$ cat src/design/lvm_pkg.sv
package lvm_pkg;

  localparam int MAX_FRAMES = 4096;
  localparam int ADDR_W     = $clog2(MAX_FRAMES);
  localparam int POS_W      = $clog2(MAX_FRAMES + 1);
  localparam int Q_DEPTH    = 4;
  localparam int Q_PTR_W    = $clog2(Q_DEPTH);
  localparam int Q_CNT_W    = $clog2(Q_DEPTH + 1);

  localparam int IN_DATA_W  = 112;
  localparam int OUT_DATA_W = 80;

  typedef enum logic [1:0] {
    REQ_LOAD   = 2'd0,
    REQ_RENDER = 2'd1,
    REQ_REWIND = 2'd2
  } req_t;

  localparam logic [1:0] CFG_VOL_LEFT      = 2'd0;
  localparam logic [1:0] CFG_VOL_RIGHT     = 2'd1;
  localparam logic [1:0] CFG_LOOP_ENABLE   = 2'd2;
  localparam logic [1:0] CFG_BUFFER_FRAMES = 2'd3;

  typedef struct packed {
    logic [15:0] vol_left;
    logic [15:0] vol_right;
    logic        loop_enable;
    logic [12:0] buffer_frames;
  } cfg_t;

  // one classified word handed from the front to the mixing back end
  typedef struct packed {
    logic               played;
    logic               finished;
    logic [POS_W-1:0]   position;
    logic signed [31:0] acc_left;
    logic signed [31:0] acc_right;
    logic signed [15:0] smp_left;
    logic signed [15:0] smp_right;
  } q_item_t;

endpackage

$ cat src/design/lvm_queue.sv
module lvm_queue (
  input  logic             clk,
  input  logic             rst,
  input  logic             push,
  input  lvm_pkg::q_item_t din,
  output logic             full,
  input  logic             pop,
  output logic             not_empty,
  output lvm_pkg::q_item_t dout
);
  import lvm_pkg::*;

  q_item_t              slots [Q_DEPTH];
  logic [Q_PTR_W-1:0]   wr_ptr;
  logic [Q_PTR_W-1:0]   rd_ptr;
  logic [Q_CNT_W-1:0]   count;

  assign full      = (count == Q_CNT_W'(Q_DEPTH));
  assign not_empty = (count != '0);
  assign dout      = slots[rd_ptr];

  always_ff @(posedge clk) begin
    if (push) begin
      slots[wr_ptr] <= din;
    end
  end

  always_ff @(posedge clk) begin
    if (rst) begin
      wr_ptr <= '0;
      rd_ptr <= '0;
      count  <= '0;
    end else begin
      if (push) begin
        wr_ptr <= wr_ptr + Q_PTR_W'(1);
      end
      if (pop) begin
        rd_ptr <= rd_ptr + Q_PTR_W'(1);
      end
      if (push && !pop) begin
        count <= count + Q_CNT_W'(1);
      end else if (pop && !push) begin
        count <= count - Q_CNT_W'(1);
      end
    end
  end

endmodule

$ cat config.mk
export PLATFORM = sky130hd
export DESIGN_NAME = lvm_queue
export DESIGN_NICKNAME = d
export VERILOG_FILES = /design/src/design/lvm_pkg.sv /design/src/design/lvm_queue.sv
export SDC_FILE = /design/constraint.sdc
export NUM_CORES = 1
export LEC_CHECK = 0
export ABC_AREA = 1
export BUFFER_PORTS_ARGS = -buffer_cell sky130_fd_sc_hd__buf_4
export CAP_MARGIN = 40
export CORE_ASPECT_RATIO = 0.5
export CORE_UTILIZATION = 52
export CTS_CLUSTER_DIAMETER = 40
export DETAILED_ROUTE_END_ITERATION = 6
export PLACE_DENSITY_LB_ADDON = 0.2
export SYNTH_ARGS = -nofsm -noshare
export SYNTH_HDL_FRONTEND = slang
export SYNTH_SLANG_ARGS = --single-unit
$ cat constraint.sdc
create_clock -name clk -period 3.03 [get_ports clk]
set_input_delay 0.606 -clock clk [delete_from_list [all_inputs] [get_ports clk]]
set_output_delay 0.606 -clock clk [all_outputs]
set_load 0.02 [all_outputs]
==> reports/qor.csv <==
stage,metric,value,unit
worst_setup_path,worst-path maximum fanout,74,
sta,Final setup viols,0,
placement,hpwl dp,20.1,mm
global_routing,vias in the first global route,9938,
synthesis,Synth cell types,21,
floorplanning,die area,33300,sq um
drt,met2 WL,18.0,mm
placement,IO buf count,227,
pwr,VDD IR max,0.419,mV
worst_setup_path,CP max stage delay,440,ps
worst_setup_path,crit-path cells,inv_6 > buf_12 > nor2_1 > o22ai_1 > buf_4,
sta,final number of max-transition violations,0,
floorplanning,Die Y-Extent,130,microns
job,total of max-cap violations,0,
worst_setup_path,R2R cell count,5,
floorplanning,core area,31800,sq um
synthesis,YS warnings,0,
floorplanning,io pins,228,
layout,design area,20400,sq um
global_routing,largest net degree at the start of global routing,143,
clock_tree,hold buffers post-CTS,0,
global_routing,Congestion Overflow GR,0,
drt,DRC violations left,0,
drt,highest metal used,met4,
pwr,total power,13.9,mW
layout,share of cells above drive strength 1,23.4,%
sta,Worst-Margin Slew,713,ps
synthesis,Mapped Cells,1132,
sta,hold slack,220,ps
clock_tree,clock root cell,clkbuf_16,
clock_tree,"Clk Latency, worst-skew pair",540,ps
synthesis,Mapped Area,16900,sq um
placement,post-place instance area,19100,sq um
synthesis,Post-synth EDFFs,444,
floorplanning,Site Rows,46,
layout,area delta synth->final,20.7,%
sta,fin crit period,2900,ps
clock_tree,Clock Sinks,453,
placement,pre-CTS setup slack,728,ps
worst_hold_path,worst hold path class,primary input to flop,
drt,DRT Pass-1 Iters,7,
worst_setup_path,Setup CP Type,flop to output pin,
synthesis,Synth async-reset ratio,0,%
floorplanning,Initial Utilization,53.1,%
drt,first-iteration detailed-routing DRC count,744,
clock_tree,htree depth,2,
sta,Fmax,0.345,GHz
worst_setup_path,Worst EP required,2420,ps
sta,Slew headroom,52.4,%
placement,Routability Congestion,0.723,
worst_hold_path,Hold Path Stages,2,
layout,fill count,2282,
worst_setup_path,WP depth,5,
clock_tree,CTS tree,yes,
drt,vias per cell,5.49,
clock_tree,clk slew on worst S/H paths,70,ps
worst_setup_path,"Arr. time, crit path",2290,ps
global_routing,first-pass GRT wire length,54.4,mm
synthesis,sequential area share after synthesis,79.9,%
clock_tree,Bufs on Longest Clock Path,3,
layout,fin nets,1472,
drt,met1 wire length,15.3,mm
synthesis,Synth Flop Type,edfxtp_1,
sta,skew final,20.8,ps
status,status,completed,
global_routing,initial antenna violation count,1,
drt,met3 WL post-DR,1.68,mm
sta,Post-Route Setup TNS,0,ps
worst_setup_path,worst r2r src,wr_ptr[0],
floorplanning,Die Wd,257,microns
drt,average routed wire per standard cell,19.8,microns
worst_setup_path,Crit-path slowest cell,dfxtp_4,
sta,fin worst setup slack,129,ps
worst_hold_path,hold_sp,rst,
drt,Routed Antenna Nets,0,
clock_tree,CTS Buf Count,41,
drt,via count,9965,
pwr,P per Cell Area,679,nW/um^2
clock_tree,number of buffers added for setup after CTS,0,
clock_tree,CTS resizes,0,
worst_setup_path,Setup crit end kind,output pin,
worst_setup_path,"Largest delay share family, worst path",buffers and inverters,
worst_setup_path,CP bufs+invs,3,
drt,Total Wirelength,35.9,mm
global_routing,GRT Util Overall,21.3,%
synthesis,post-synthesis register bit count,453,
synthesis,Mapped Nets,1253,
worst_setup_path,Critical Path Source Type,flop,
sta,Final Hold Violating Endpoints,0,
pwr,P_leak,7.08,nW
sta,RSZ-0062 raised after global routing,false,
sta,Final Cycle Share,95.7,%
synthesis,Syn Area/Cell,14.9,sq um
## report_power, final
group | switching [mW] | total [mW] | internal [mW] | leakage (nW)
clock network | 2.16 | 5.04 | 2.88 | 0.625
registers | 0.0733 | 7.23 | 7.16 | 4.15
logic | 0.997 | 1.59 | 0.588 | 2.30
## path summary, 6_finish.rpt
| check | to | slack [ps] |
|---|---|---|
| worst max-delay path | dout[69] | 130 |
| worst min-delay path | count[0] | 220 |
| worst max register to register | slots[0][32] | 880 |
| worst min register to register | flop | 440 |
## stage by stage
stage	instances	utilization (%)
floorplan	1132	-
global placement	1740	60.0
detailed placement	1740	60.0
CTS	1813	64.1
global route	1815	64.1
finish	1815	64.1
## flip-flops by register name, summed over array words and instances (netlist names), named ones only
name    cells
count       3
rd_ptr      2
slots     444
wr_ptr      2
## layer usage
layer  track usage [%]  vias to the layer above
met5                 0                        -
met4              6.44                        0
met3              3.95                       70
met1              27.9                     4929
met2              36.9                      255
li1                  -                     4711
## layout make-up
cell class | instances | area, sq um | share of cell area [%]
Sequential cell | 453 | 13500 | 66.2
Timing Repair Buffer | 248 | 2060 | 10.1
Tap cell | 432 | 541 | 2.65
Multi-Input combinational cell | 590 | 2910 | 14.3
Inverter | 17 | 85.1 | 0.417
Clock buffer | 53 | 1090 | 5.35
Clock inverter | 20 | 200 | 0.981
Antenna cell | 2 | 5.00 | 0.0245
## cell families (layout without fill, tap and decap cells)
family | after synthesis | after routing | synth area share (%)
compound gates | 341 | 341 | 11.3
xor+xnor | 1 | 1 | 0.0518
fa+ha+maj | 6 | 6 | 0.488
buf+inv | 89 | 338 | 2.88
flops | 453 | 453 | 79.9
other cells | 0 | 2 | 0
simple gates | 242 | 242 | 5.40
## layout by cell type, fill, tap and decap left out, drive strengths merged
master	count
edfxtp	444
buf	248
nor2	229
o21ai	227
o22ai	111
clkbuf	53
clkinv	14
inv	12
nand2	10
dfxtp	9
clkinvlp	7
ha	5
bufinv	4
a21oi	3
diode	2
nor3	1
xor2	1
nand3	1
nand4	1
fa	1
## cell usage after synthesis (9+ instances only)
cell type / instances / share of area [%]
edfxtp_1: 444 / 79
nor2_1: 229 / 5.1
o21ai_0: 155 / 4.6
o22ai_1: 101 / 3.7
o21ai_1: 72 / 2.1
clkbuf_1: 31 / 0.69
buf_2: 20 / 0.59
inv_1: 15 / 0.33
buf_6: 13 / 0.87
nand2_1: 10 / 0.22
o22ai_2: 10 / 0.74
dfxtp_1: 9 / 1.1
## worst reg2reg max path, stage by stage (launching register included)
cell        delay, ps
dfxtp_1           370
inv_1             100
ha_1              200
nand2_1           100
clkinvlp_4        590
buf_4             490
Power figures use the tool's default switching activity.
