===== src/design/lvm_pkg.sv =====
package lvm_pkg;

  localparam int MAX_FRAMES = 4096;
  localparam int ADDR_W     = $clog2(MAX_FRAMES);
  localparam int POS_W      = $clog2(MAX_FRAMES + 1);
  localparam int Q_DEPTH    = 4;
  localparam int Q_PTR_W    = $clog2(Q_DEPTH);
  localparam int Q_CNT_W    = $clog2(Q_DEPTH + 1);

  localparam int IN_DATA_W  = 112;
  localparam int OUT_DATA_W = 80;

  typedef enum logic [1:0] {
    REQ_LOAD   = 2'd0,
    REQ_RENDER = 2'd1,
    REQ_REWIND = 2'd2
  } req_t;

  localparam logic [1:0] CFG_VOL_LEFT      = 2'd0;
  localparam logic [1:0] CFG_VOL_RIGHT     = 2'd1;
  localparam logic [1:0] CFG_LOOP_ENABLE   = 2'd2;
  localparam logic [1:0] CFG_BUFFER_FRAMES = 2'd3;

  typedef struct packed {
    logic [15:0] vol_left;
    logic [15:0] vol_right;
    logic        loop_enable;
    logic [12:0] buffer_frames;
  } cfg_t;

  // one classified word handed from the front to the mixing back end
  typedef struct packed {
    logic               played;
    logic               finished;
    logic [POS_W-1:0]   position;
    logic signed [31:0] acc_left;
    logic signed [31:0] acc_right;
    logic signed [15:0] smp_left;
    logic signed [15:0] smp_right;
  } q_item_t;

endpackage


===== src/design/lvm_back.sv =====
module lvm_back (
  input  logic                clk,
  input  logic                rst,
  input  lvm_pkg::cfg_t       cfg,
  input  logic                q_valid,
  input  lvm_pkg::q_item_t    q_item,
  output logic                q_pop,
  output logic                out_valid,
  input  logic                out_ready,
  output logic signed [31:0]  mix_left,
  output logic signed [31:0]  mix_right,
  output logic                frame_played,
  output logic [12:0]         position,
  output logic                finished
);
  import lvm_pkg::*;

  logic               m_valid;
  logic               m_take;
  logic               o_load;
  logic signed [32:0] prod_left_full;
  logic signed [32:0] prod_right_full;
  logic [31:0]        m_prod_left;
  logic [31:0]        m_prod_right;
  logic [31:0]        m_acc_left;
  logic [31:0]        m_acc_right;
  logic               m_played;
  logic               m_finished;
  logic [POS_W-1:0]   m_position;

  assign o_load = !out_valid || out_ready;
  assign m_take = !m_valid || o_load;
  assign q_pop  = q_valid && m_take;

  // signed sample times unsigned gain, low 32 bits kept
  assign prod_left_full  = q_item.smp_left * $signed({1'b0, cfg.vol_left});
  assign prod_right_full = q_item.smp_right * $signed({1'b0, cfg.vol_right});

  always_ff @(posedge clk) begin
    if (rst) begin
      m_valid   <= 1'b0;
      out_valid <= 1'b0;
    end else begin
      if (m_take) begin
        m_valid <= q_valid;
      end
      if (o_load) begin
        out_valid <= m_valid;
      end
    end
  end

  always_ff @(posedge clk) begin
    if (q_pop) begin
      m_prod_left  <= prod_left_full[31:0];
      m_prod_right <= prod_right_full[31:0];
      m_acc_left   <= q_item.acc_left;
      m_acc_right  <= q_item.acc_right;
      m_played     <= q_item.played;
      m_finished   <= q_item.finished;
      m_position   <= q_item.position;
    end
    if (o_load && m_valid) begin
      mix_left     <= m_acc_left + (m_played ? m_prod_left : 32'd0);
      mix_right    <= m_acc_right + (m_played ? m_prod_right : 32'd0);
      frame_played <= m_played;
      position     <= m_position;
      finished     <= m_finished;
    end
  end

endmodule


===== config.mk =====
export PLATFORM = sky130hd
export DESIGN_NAME = lvm_back
export DESIGN_NICKNAME = d
export VERILOG_FILES = /design/src/design/lvm_pkg.sv /design/src/design/lvm_back.sv
export SDC_FILE = /design/constraint.sdc
export NUM_CORES = 2
export LEC_CHECK = 0
export ABC_AREA = 1
export BUFFER_PORTS_ARGS = -buffer_cell sky130_fd_sc_hd__buf_2
export CAP_MARGIN = 5
export CORE_AREA = 2 2 218 220
export DETAILED_ROUTE_END_ITERATION = 12
export DIE_AREA = 0 0 220 222
export PLACE_DENSITY = 0.88
export SYNTH_ARGS = -nofsm -noshare
export SYNTH_HDL_FRONTEND = slang
export SYNTH_SLANG_ARGS = --single-unit

===== constraint.sdc =====
create_clock -name clk -period 16.85 [get_ports clk]
set_clock_uncertainty 0.2 [all_clocks]
set_input_delay 2.5275 -clock clk [delete_from_list [all_inputs] [get_ports clk]]
set_output_delay 2.5275 -clock clk [all_outputs]
set_load 0.02 [all_outputs]

==> summary.txt <==
Setup path
  • R2R Setup Slk: 13.68 ns
  • CP delay by family, top: adder cells
  • CP max stage delay: 0.51 ns
  • Arrival time worst endpoint: 7.63 ns
  • CP Cell Sequence: buf_2, inv_1, or2_2, fa_1, inv_1, fa_1, inv_1, fa_1, inv_1, fa_1, fa_1, ha_1, ha_1, nand2_1, inv_1, nand2_1, nor3_1, nand3_1, nand4_1, nand2_1
  • Worst Path Max Fanout: 18
  • Setup crit start: q_item[31]
  • Setup CP Type: in2reg
  • Worst flop-to-flop path startpoint: m_played
  • Bufs and invs on worst path: 6
  • CP max stage cell: fa_1
  • FF-to-FF path depth: 14
  • Setup crit end: m_prod_left[27]
  • Critical path depth: 20
  • Startpoint Class: input pin
  • WP data required: 16.91 ns
  • CP Capture Type: flip-flop
  • Critical R2R Capture: mix_right[20]

Logic synthesis
  • Netlist Area Pre-Place: 31300 um^2
  • Avg Inst Size Synth: 7.58 um^2
  • Yosys cell types: 29
  • Yosys top cell by area: fa_1
  • Sequential area share after synthesis: 0.214
  • Yosys synthesis warning count: 0
  • Synthesized flop and latch total: 224
  • Area share of the largest cell type after synthesis: 0.249
  • Synthesized instance count: 4130
  • Net Count, Synth: 4977
  • Top cells by area, synth: fa_1 25%, edfxtp_1 21%, nand2_1 17%, inv_1 14%, ha_1 12%

Global routing
  • Gr ovfl total: 0
  • GR Util met1: 0.411
  • Tot GR Track Use: 0.316
  • Largest net degree at the start of global routing: 80
  • M2 GR Usage: 0.540
  • Initial antenna violation count: 1
  • M3 GR Usage: 0.0513
  • First-pass GRT wire length: 124000 um
  • Busiest grt layer: met2
  • Vias in the first global route: 26424

Cells and area
  • Fin nets: 5110
  • Most frequent cells in the layout: 1380 x nand2_1, 1176 x inv_1, 390 x fa_1
  • Fillers: 3427
  • Layout cells sized above 1: 0.0835
  • Commonest non-fill, non-tap cell in the layout: nand2_1
  • Synthesis-to-layout area growth: 6.98%

Timing
  • Fin crit period: 7.57 ns
  • Tcrit/Tclk final: 0.449
  • Fmax: 132 MHz
  • Setup repair after global routing missed its margin: no
  • Hold WS: 0.216 ns
  • Setup TNS: 0 ns
  • Max Slew Vio Count: 0
  • Setup violations, final: 0
  • Worst Slack Setup Final: 9.28 ns
  • Final hold violation count: 0
  • Slew @ Worst Pin: 0.991 ns
  • Max-slew headroom: 0.339

Clock network
  • Htree depth: 1
  • Clock Latency Late Sink: 0.51 ns
  • Root Driver: clkbuf_16
  • Post-CTS Resized: 0
  • Clk sink count: 224
  • Post-cts hold buffer count: 0
  • CTS buffer count: 20
  • CTS tree: built
  • Longest Clk Path Bufs: 3
  • Worst-path clk slew: 0.07 ns
  • Postcts setup bufs: 0

Die
  • Core area: 46300 um^2
  • Standard-cell rows: 79
  • Ports: 242
  • Die Y-Extent: 222 um
  • Starting Density: 0.677
  • Die Wd: 220 um
  • Overall die area: 48800 um^2

Route
  • Routed WL: 74500 um
  • Number of routed nets with antenna violations: 0
  • Drt wl/cell: 15.3 um
  • Vias per cell: 5.23
  • Routed via count: 25547
  • Number of DRC markers after the initial detailed-route iteration: 2085
  • DRC: 0
  • DRT Pass-1 Iters: 7

Place
  • Last weighted congestion value of the routability-driven placer: 0.937
  • Place WS: 8.77 ns
  • Port bufs: 227
  • Post-DP HPWL: 59800 um

Outcome
  • Status: finished clean

Run
  • Max-Cap Viols: 0

Min path
  • Hold_sp: m_position[0]
  • Min-Delay Path Class: reg2reg
==> metal layers <==
layer  vias to the layer above  wire length [um]
li1                      12204                 -
met1                     11886             29500
met2                      1254             35400
met3                       203              7380
met4                         0              2320
met5                         -                 0
==> cell families after synthesis <==
kind of cell	count (synthesis)	synth area share
compound gates	102	0.0185
fa+ha+maj	686	0.368
xor+xnor	68	0.0190
simple gates	1747	0.224
buf+inv	1303	0.156
flops	224	0.214
==> metrics by stage <==
step | cell area [um^2] | util | instances
3_3_place_gp | 32800 | 0.709 | 4848
3_5_place_dp | 32800 | 0.709 | 4848
5_1_grt | 33500 | 0.724 | 4885
2_1_floorplan | 31300 | - | 4130
4_1_cts | 33500 | 0.724 | 4884
6_report | 33500 | 0.724 | 4885
==> Yosys cell counts <==
cell type  count
nand4_1       13
inv_2          7
xnor2_1        7
buf_1          5
clkbuf_1     114
nor2_1       164
ha_1         296
o21ai_0        6
nand2_4        2
nand2_2       29
a21oi_1       74
nand2_1     1380
inv_1       1177
nor3_2        12
or2_2         15
a21o_1         3
or2_1          1
o21bai_2       2
xor2_1        61
dfxtp_1        2
and2_1         1
o21bai_1      11
a21oi_2        6
edfxtp_1     222
nor2_2         8
nand3_1       99
fa_1         390
nor3_1        12
nand3_2       11
==> sequential cells by signal, indices dropped and copies added (netlist names), 13 cells and up <==
| signal | count |
|---|---|
| position | 13 |
| m_position | 13 |
| mix_right | 32 |
| m_prod_right | 32 |
| m_acc_right | 32 |
| m_acc_left | 32 |
| m_prod_left | 32 |
| mix_left | 32 |
==> worst min path at each step <==
stage                       end  cells after the start
floorplan              finished                      0
global placement    position[6]                      0
detailed placement     finished                      0
CTS                 position[0]                      0
global route           finished                      0
finish              position[0]                      0
==> final cells by class <==
cell class	instances	area (um^2)	share of cell area
multi-input cells	2603	19700	0.589
flip-flops and latches	224	6710	0.200
inverters	1184	4450	0.133
repair buffers	230	1160	0.0346
well taps	607	759	0.0227
clock buffers	22	539	0.0161
clock inverters	14	155	0.00463
diodes	1	2.50	0.0000747
Power is left out: the tool's default activity adds up to more than one toggle a clock period on the data nets, which glitch-free logic cannot reach.
